### config.mk
export PLATFORM = sky130hd
export DESIGN_NAME = json_token_scanner_flat
export DESIGN_NICKNAME = d
export VERILOG_FILES = /design/src/sv/jts_pkg.sv /design/src/sv/jts_if.sv /design/src/sv/jts_scan.sv /design/src/sv/jts_fifo.sv /design/src/sv/json_token_scanner.sv /design/src/flat_wrapper.sv
export SDC_FILE = /design/constraint.sdc
export NUM_CORES = 1
export LEC_CHECK = 0
export BUFFER_PORTS_ARGS = -buffer_cell sky130_fd_sc_hd__buf_2
export CAP_MARGIN = 20
export CORE_UTILIZATION = 61
export DETAILED_ROUTE_END_ITERATION = 6
export GPL_TIMING_DRIVEN = 0
export PLACE_DENSITY_LB_ADDON = 0.12
export SLEW_MARGIN = 30
export SYNTH_ARGS = -nofsm -noshare
export SYNTH_HDL_FRONTEND = slang
export SYNTH_SLANG_ARGS = --single-unit
### constraint.sdc
create_clock -name clk -period 3.5 [get_ports clk]
set_input_delay 0.7 -clock clk [delete_from_list [all_inputs] [get_ports clk]]
set_output_delay 0.7 -clock clk [all_outputs]
set_load 0.02 [all_outputs]
### src/sv/jts_pkg.sv
// jts_pkg: shared types and constants for the JSON token scanner.
// Used by the scanner core, the result queue, the top level and the checker.
// No dependencies.
`timescale 1ns / 1ps
`default_nettype none

package jts_pkg;

	// token kinds as they appear on the result channel
	typedef enum logic [2:0] {
		KIND_NULL     = 3'd0,
		KIND_TRUE     = 3'd1,
		KIND_FALSE    = 3'd2,
		KIND_BAD      = 3'd3,
		KIND_NUM_END  = 3'd4,
		KIND_NUM_CHAR = 3'd5,
		KIND_CHAR     = 3'd6,
		KIND_EOF      = 3'd7
	} kind_t;

	// scanner mode, one-hot
	typedef enum logic [2:0] {
		MODE_IDLE   = 3'b001,
		MODE_IDENT  = 3'b010,
		MODE_NUMBER = 3'b100
	} mode_t;

	// keyword flag positions: bit0 null, bit1 true, bit2 false
	localparam int KW_NULL  = 0;
	localparam int KW_TRUE  = 1;
	localparam int KW_FALSE = 2;

	localparam logic [2:0] LEN_NULL  = 3'd4;
	localparam logic [2:0] LEN_TRUE  = 3'd4;
	localparam logic [2:0] LEN_FALSE = 3'd5;
	localparam logic [2:0] LEN_MAX   = 3'd7;

	// result queue
	localparam int QDEPTH = 4;
	localparam int QPW    = $clog2(QDEPTH);
	localparam int QCW    = $clog2(QDEPTH + 1);

	typedef struct packed {
		kind_t      kind;
		logic [7:0] char_value;
		logic       last_of_run;
	} tok_t;

	// what one input beat produces: 0..2 tokens
	typedef struct packed {
		logic [1:0] cnt;
		tok_t       t0;
		tok_t       t1;
	} scan_res_t;

	// which keywords carry character c at position pos
	function automatic logic [2:0] kw_hit(logic [2:0] pos, logic [7:0] c);
		logic [2:0] h;
		h = 3'b000;
		case (pos)
			3'd0: h = {c == "f", c == "t", c == "n"};
			3'd1: h = {c == "a", c == "r", c == "u"};
			3'd2: h = {c == "l", c == "u", c == "l"};
			3'd3: h = {c == "s", c == "e", c == "l"};
			3'd4: h = {c == "e", 1'b0, 1'b0};
			default: h = 3'b000;
		endcase
		return h;
	endfunction

endpackage

`default_nettype wire

### src/sv/jts_if.sv
// jts_in_if / jts_out_if: valid/ready channels of the JSON token scanner.
// Input carries one character beat, output one token beat. No dependencies.
`timescale 1ns / 1ps
`default_nettype none

interface jts_in_if;
	logic       valid;
	logic       ready;
	logic [7:0] byte_req;
	logic       is_end;

	modport source(output valid, byte_req, is_end, input ready);
	modport sink(input valid, byte_req, is_end, output ready);
endinterface

interface jts_out_if;
	logic       valid;
	logic       ready;
	logic [2:0] kind;
	logic [7:0] char_value;
	logic       last_of_run;

	modport source(output valid, kind, char_value, last_of_run, input ready);
	modport sink(input valid, kind, char_value, last_of_run, output ready);
endinterface

`default_nettype wire

### src/sv/jts_scan.sv
// jts_scan: per-character classification and scanner state.
// Produces up to two tokens per accepted beat. Depends on jts_pkg.
`timescale 1ns / 1ps
`default_nettype none

module jts_scan
	import jts_pkg::*;
(
	input  wire logic       clk,
	input  wire logic       arst_n,
	input  wire logic       fire,
	input  wire logic [7:0] byte_req,
	input  wire logic       is_end,
	output scan_res_t       res
);

	mode_t      mode_q, mode_d;
	logic [2:0] km_q, km_d;
	logic [2:0] len_q, len_d;
	logic       done_q, done_d;

	logic  is_ws, is_alpha, is_digit, is_num, is_word;
	mode_t st_mode;
	logic  st_emit;
	kind_t st_kind;
	kind_t id_kind;
	tok_t  st_tok;

	always_comb begin
		is_ws    = byte_req inside {8'h20, [8'h09:8'h0D]};
		is_alpha = byte_req inside {["a":"z"], ["A":"Z"]};
		is_digit = byte_req inside {["0":"9"]};
		is_num   = is_digit || (byte_req == ".");
		is_word  = is_alpha || is_digit || (byte_req == "_");
	end

	// start of a new token at byte_req
	always_comb begin
		st_emit = 1'b0;
		st_kind = KIND_CHAR;
		if (is_ws) begin
			st_mode = MODE_IDLE;
		end else if (is_alpha) begin
			st_mode = MODE_IDENT;
		end else if (is_num) begin
			st_mode = MODE_NUMBER;
			st_emit = 1'b1;
			st_kind = KIND_NUM_CHAR;
		end else begin
			st_mode = MODE_IDLE;
			st_emit = 1'b1;
		end
		st_tok = '{kind: st_kind, char_value: byte_req, last_of_run: 1'b0};
	end

	always_comb begin
		if (km_q[KW_NULL] && len_q == LEN_NULL) begin
			id_kind = KIND_NULL;
		end else if (km_q[KW_TRUE] && len_q == LEN_TRUE) begin
			id_kind = KIND_TRUE;
		end else if (km_q[KW_FALSE] && len_q == LEN_FALSE) begin
			id_kind = KIND_FALSE;
		end else begin
			id_kind = KIND_BAD;
		end
	end

	always_comb begin
		res    = '0;
		mode_d = mode_q;
		km_d   = km_q;
		len_d  = len_q;
		done_d = done_q;
		if (done_q) begin
			res.cnt     = 2'd1;
			res.t0.kind = KIND_EOF;
		end else if (is_end) begin
			mode_d = MODE_IDLE;
			km_d   = '0;
			len_d  = '0;
			done_d = 1'b1;
			case (mode_q)
				MODE_IDENT: begin
					res.cnt     = 2'd2;
					res.t0.kind = id_kind;
					res.t1.kind = KIND_EOF;
				end
				MODE_NUMBER: begin
					res.cnt     = 2'd2;
					res.t0.kind = KIND_NUM_END;
					res.t1.kind = KIND_EOF;
				end
				default: begin
					res.cnt     = 2'd1;
					res.t0.kind = KIND_EOF;
				end
			endcase
		end else begin
			case (mode_q)
				MODE_IDENT: begin
					if (is_word) begin
						km_d = km_q & kw_hit(len_q, byte_req);
						if (len_q != LEN_MAX) begin
							len_d = len_q + 3'd1;
						end
					end else begin
						// identifier closes, byte starts the next token
						res.t0.kind = id_kind;
						res.t1      = st_tok;
						res.cnt     = st_emit ? 2'd2 : 2'd1;
						mode_d      = st_mode;
						km_d        = is_alpha ? kw_hit(3'd0, byte_req) : 3'b000;
						len_d       = is_alpha ? 3'd1 : 3'd0;
					end
				end
				MODE_NUMBER: begin
					if (is_num) begin
						res.cnt = 2'd1;
						res.t0  = st_tok;
					end else begin
						res.t0.kind = KIND_NUM_END;
						res.t1      = st_tok;
						res.cnt     = st_emit ? 2'd2 : 2'd1;
						mode_d      = st_mode;
						if (is_alpha) begin
							km_d  = kw_hit(3'd0, byte_req);
							len_d = 3'd1;
						end
					end
				end
				default: begin
					res.t0  = st_tok;
					res.cnt = st_emit ? 2'd1 : 2'd0;
					mode_d  = st_mode;
					if (is_alpha) begin
						km_d  = kw_hit(3'd0, byte_req);
						len_d = 3'd1;
					end
				end
			endcase
		end
		res.t0.last_of_run = (res.cnt == 2'd1);
		res.t1.last_of_run = (res.cnt == 2'd2);
	end

	always_ff @(posedge clk or negedge arst_n) begin
		if (!arst_n) begin
			mode_q <= MODE_IDLE;
			km_q   <= '0;
			len_q  <= '0;
			done_q <= 1'b0;
		end else if (fire) begin
			mode_q <= mode_d;
			km_q   <= km_d;
			len_q  <= len_d;
			done_q <= done_d;
		end
	end

endmodule

`default_nettype wire

### src/sv/jts_fifo.sv
// jts_fifo: small token queue; takes up to two tokens a cycle, gives one.
// Decouples the scanner from output stalls. Depends on jts_pkg.
`timescale 1ns / 1ps
`default_nettype none

module jts_fifo
	import jts_pkg::*;
(
	input  wire logic      clk,
	input  wire logic      arst_n,
	input  wire scan_res_t push,
	output logic           room,
	output logic           head_valid,
	output tok_t           head,
	input  wire logic      pop
);

	tok_t             mem_q [QDEPTH];
	logic [QPW-1:0]   wp_q, rp_q;
	logic [QCW-1:0]   cnt_q;
	logic [QPW-1:0]   wp1;
	logic             do_pop;

	assign room       = (cnt_q <= QCW'(QDEPTH - 2));
	assign head_valid = (cnt_q != '0);
	assign head       = mem_q[rp_q];
	assign do_pop     = pop && head_valid;
	assign wp1        = wp_q + QPW'(1);

	always_ff @(posedge clk) begin
		if (push.cnt != 2'd0) begin
			mem_q[wp_q] <= push.t0;
		end
		if (push.cnt == 2'd2) begin
			mem_q[wp1] <= push.t1;
		end
	end

	always_ff @(posedge clk or negedge arst_n) begin
		if (!arst_n) begin
			wp_q  <= '0;
			rp_q  <= '0;
			cnt_q <= '0;
		end else begin
			wp_q  <= wp_q + QPW'(push.cnt);
			rp_q  <= rp_q + QPW'(do_pop);
			cnt_q <= cnt_q + QCW'(push.cnt) - QCW'(do_pop);
		end
	end

endmodule

`default_nettype wire

### src/sv/json_token_scanner.sv
// json_token_scanner: streaming JSON-style token scanner, top level.
// Instantiates jts_scan and jts_fifo; uses jts_pkg and jts_if.
//
//   channel   dir  beat                          handshake
//   char_in   in   byte_req[7:0], is_end         valid/ready
//   tok_out   out  kind[2:0], char_value[7:0],   valid/ready
//                  last_of_run
//
// One beat per cycle while ready; each makes 0, 1 or 2 tokens, sent one per cycle.
// Scanning is combinational logic from the state registers into a 4-entry token queue.
// char_in.ready drops when the queue cannot take two more tokens.
// Sustained rate is set by tok_out: one token per cycle.
// Reset (arst_n low) empties the queue and returns the scanner to idle.
`timescale 1ns / 1ps
`default_nettype none

module json_token_scanner
	import jts_pkg::*;
(
	input wire logic  clk,
	input wire logic  arst_n,
	jts_in_if.sink    char_in,
	jts_out_if.source tok_out
);

	scan_res_t scan_res, push;
	logic      room, fire, head_valid;
	tok_t      head;

	assign char_in.ready = room;
	assign fire          = char_in.valid && room;

	jts_scan u_scan (
		.clk      (clk),
		.arst_n   (arst_n),
		.fire     (fire),
		.byte_req (char_in.byte_req),
		.is_end   (char_in.is_end),
		.res      (scan_res)
	);

	always_comb begin
		push = scan_res;
		if (!fire) begin
			push.cnt = 2'd0;
		end
	end

	jts_fifo u_fifo (
		.clk        (clk),
		.arst_n     (arst_n),
		.push       (push),
		.room       (room),
		.head_valid (head_valid),
		.head       (head),
		.pop        (tok_out.ready)
	);

	assign tok_out.valid       = head_valid;
	assign tok_out.kind        = head.kind;
	assign tok_out.char_value  = head.char_value;
	assign tok_out.last_of_run = head.last_of_run;

endmodule

`default_nettype wire

### src/flat_wrapper.sv
// flat-port wrapper written by rule: the top's interface ports become plain ports
module json_token_scanner_flat import jts_pkg::*;
  (clk, arst_n, char_in_valid, char_in_byte_req, char_in_is_end, char_in_ready, tok_out_valid, tok_out_kind, tok_out_char_value, tok_out_last_of_run, tok_out_ready);
  jts_in_if char_in_i ();
  jts_out_if tok_out_i ();
  input wire logic clk;
  input wire logic arst_n;
  input wire logic [$bits(char_in_i.valid)-1:0] char_in_valid;
  input wire logic [$bits(char_in_i.byte_req)-1:0] char_in_byte_req;
  input wire logic [$bits(char_in_i.is_end)-1:0] char_in_is_end;
  output wire logic [$bits(char_in_i.ready)-1:0] char_in_ready;
  output wire logic [$bits(tok_out_i.valid)-1:0] tok_out_valid;
  output wire logic [$bits(tok_out_i.kind)-1:0] tok_out_kind;
  output wire logic [$bits(tok_out_i.char_value)-1:0] tok_out_char_value;
  output wire logic [$bits(tok_out_i.last_of_run)-1:0] tok_out_last_of_run;
  input wire logic [$bits(tok_out_i.ready)-1:0] tok_out_ready;
  assign char_in_i.valid = char_in_valid;
  assign char_in_i.byte_req = char_in_byte_req;
  assign char_in_i.is_end = char_in_is_end;
  assign char_in_ready = char_in_i.ready;
  assign tok_out_valid = tok_out_i.valid;
  assign tok_out_kind = tok_out_i.kind;
  assign tok_out_char_value = tok_out_i.char_value;
  assign tok_out_last_of_run = tok_out_i.last_of_run;
  assign tok_out_i.ready = tok_out_ready;
  json_token_scanner u_core (.clk(clk), .arst_n(arst_n), .char_in(char_in_i), .tok_out(tok_out_i));
endmodule
==> results.ini <==
[synth]
ys.flop_type = edfxtp_1
yosysWarnings = 0
yosysTopAreaCell = edfxtp_1
synthArstFlopShare_pct = 26.2
synth_area_leaders = edfxtp_1 (37%), dfrtp_1 (10%), mux4_2 (6.9%)
synthCells = 347
synth_fp_nets = 372
yosys.area.top_type_share_pct = 36.8
yosysSeqAreaShare_pct = 47.7
avgSynthCellArea_um2 = 11.3
ys_types = 66
synth-seq-cells = 65
synth_edf_count = 48
syn_area_um2 = 3920

[worst_setup_path]
crit_type = input pin to register
r2r_slack_ns = 0.42
r2r_end = u_core.u_fifo.cnt_q[2]
path_max_fanout = 10
worst_ep_required_time_ns = 3.73
end_kind = register
rr_worst_depth = 10
crit_end = u_core.u_fifo.cnt_q[2]
worstPathArrival_ns = 3.62
reg2reg_from = u_core.u_scan.mode_q[0]
start_kind = input pin
crit_start = char_in_byte_req[0]

[clock_tree]
worstSkewPairLatency_ns = 0.35
cts.path.max_buffers = 2
clkTransAtPathRegs_ns = 0.07
numCtsBuffers = 9
cts-root-buf = clkbuf_8
htree_levels = 3
cts_tree = built
clock-sinks = 65

[route]
wl_per_cell_um = 18.2
antenna_left = 0
drtIter0Drc = 186
wl_mm = 8.40
drc = 0
vias_per_cell = 6.37
num_vias = 2948
first_pass_iters = 6

[floorplanning]
die_x_um = 82.2
initial_utilization_pct = 64.7
core_um2 = 6060
dieArea_um2 = 6750
dieHeight_um = 82.2
rows = 28
num_io_pins = 27

[timing]
tightest_slew_ns = 0.852
min_period_ns = 3.39
setup_viol = 0
timing.hold.ws_ns = 0.261
drv_slew = 0
rsz0062_at_grt = false
final.setup.tns_ns = 0
hold_viol = 0
clock-skew-final_ns = 0.00539
post-route-period-util_pct = 96.7
timing.fmax_ghz = 0.295
slew_headroom_pct = 42.8

[global_routing]
grt_overflow_total = 0
grt_pass1_vias = 2656
use_met1_pct = 35.8
grt_use_total_pct = 27.2
met3_usage_pct = 5.27
grt_most_used_layer = met2
met2_usage_pct = 43.5
grt_pass1_wl_mm = 13.1
grt_max_degree = 18
antenna_found_initial = 0

[placement]
numPortBuffers = 24
dpl.hpwl_mm = 5.90
place_congestion = 0.930
placed_cells = 447

[power_and_ir_drop]
switching_power_w = 0.000967
p_int_w = 0.00191
powerDensity_nw_per_um2 = 644
p_sw_share_pct = 33.6
clkPwrFrac_pct = 29.7
vdd_drop_max_v = 0.000453
seqPwrFrac_pct = 37.5
power.leakage_nw = 1.57
combPwrFrac_pct = 32.8

[worst_hold_path]
hold_path.class = input pin to async pin

[final_layout]
n_fill_cell = 400
finalNetCount = 408
final_cells = 463
drive_gt1_share_pct = 22.9
diodes = 0
syn2layout_area_growth_pct = 13.9

[status]
status = complete, no violations

[run]
max_cap_viol_count = 0

## registers in the layout (all words and copies together) (netlist names)
name	cells
u_core.u_scan.done_q	1
u_core.u_scan.km_q	3
u_core.u_scan.mode_q	3
u_core.u_scan.len_q	3
u_core.u_fifo.mem_q	48
u_core.u_fifo.wp_q	2
u_core.u_fifo.rp_q	2
u_core.u_fifo.cnt_q	3
## placed cells by master, fill, tap and decap left out, types with 4 or more instances in the layout
master,synthesis,routed
nand2b_1,8,8
nor3_1,5,5
a21o_1,5,5
a21oi_1,8,7
o21ai_0,16,12
ha_1,11,11
buf_1,5,4
nand2_1,27,27
mux4_2,12,12
clkbuf_1,13,10
nor2b_1,25,25
a31oi_1,4,4
clkbuf_8,0,9
buf_2,3,27
inv_1,14,14
nand3_1,10,10
edfxtp_1,48,48
a31oi_2,4,4
nor2_1,31,31
a211o_1,4,4
dfrtp_1,16,16
mux2i_1,10,10
bufinv_16,0,4
## worst min path at each step
stage | slack, ns | cells after the start | startpoint | endpoint
6_report | 0.26 | 1 | arst_n | u_core.u_scan.len_q[1]
5_1_grt | 0.30 | 1 | arst_n | u_core.u_scan.len_q[0]
4_1_cts | 0.27 | 1 | arst_n | u_core.u_scan.len_q[0]
3_5_place_dp | 0.51 | 1 | u_core.u_fifo.cnt_q[2] | u_core.u_fifo.cnt_q[2]
3_3_place_gp | 0.49 | 1 | u_core.u_fifo.cnt_q[2] | u_core.u_fifo.cnt_q[2]
2_1_floorplan | 0.40 | 0 | arst_n | u_core.u_fifo.cnt_q[0]
## Yosys cell counts (4+ instances only)
cell type	number
o21ai_0	16
inv_1	14
nor2b_1	25
mux4_2	12
xnor2_1	4
a31oi_2	4
mux2i_1	10
nand2b_1	8
edfxtp_1	48
a211o_1	4
nand3_1	10
a21o_1	5
nand2_1	27
ha_1	11
nor2_1	31
a21oi_1	8
clkbuf_1	13
nor3_1	5
dfrtp_1	16
a31oi_1	4
buf_1	5
## logic make-up after synthesis
family | Yosys count | share of synthesized area, %
AOI/OAI and AO/OA | 72 | 15.4
buffers and inverters | 36 | 3.64
DFF | 65 | 47.7
muxes | 24 | 10.0
xor gates and xnor gates | 5 | 1.12
and+or+nand+nor | 133 | 18.1
adders and majority gates | 12 | 4.02
## repair_timing
action / CTS / global route
hold buffers: 0 / 0
gates resized for setup: 0 / 12
endpoints found under the setup margin: 0 / 1
setup buffers: 0 / 0
## metal layers
layer  part of all wire [%]  wire (um)
met5                      0          0
met1                     43       3620
met3                    5.1        429
met4                    2.3        194
met2                     50       4170
## worst max-delay path, stage by stage
cell	delay (ns)
buf_2	0.16
or4b_4	0.55
a21oi_2	0.15
o21ai_2	0.09
a221o_1	0.35
o21a_1	0.16
buf_4	0.18
nand2b_1	0.15
ha_1	0.28
inv_1	0.04
ha_1	0.18
fa_2	0.36
xnor2_2	0.14
xnor2_1	0.12
## metrics by stage
| stage | util [%] | total power [W] | cell area [um2] | worst slack [ns] |
|---|---|---|---|---|
| final | 73.7 | 0.00287 | 4460 | 0.115 |
| after global routing | 73.7 | 0.00304 | 4460 | 0.00738 |
| after CTS | 73.2 | 0.00287 | 4440 | 0.0616 |
| after detailed placement | 68.8 | 0.00202 | 4170 | -0.289 |
| after global placement | 68.3 | 0.00197 | 4140 | -0.787 |
| after floorplan | - | 0.00176 | 3930 | -0.0577 |
## layout make-up
class                           count  area (um2)  area share (%)
Buffer                             22        97.6            2.19
Multi-Input combinational cell    246        1960            43.8
Timing Repair Buffer               25         131            2.94
Sequential cell                    65        1870            41.8
Tap cell                           75        93.8            2.10
Inverter                           14        52.6            1.18
Clock inverter                      7         141            3.17
Clock buffer                        9         124            2.77
## power groups by stage
| stage | Clock, W | Combinational, W | Sequential [W] |
|---|---|---|---|
| final | 0.000854 | 0.000943 | 0.00108 |
| after global placement | 0 | 0.000891 | 0.00108 |
| after global routing | 0.000896 | 0.00105 | 0.00109 |
| after CTS | 0.000861 | 0.000932 | 0.00107 |
| after detailed placement | 0 | 0.000928 | 0.00109 |
| after floorplan | 0 | 0.000699 | 0.00106 |
(Power assumes the default switching activity.)
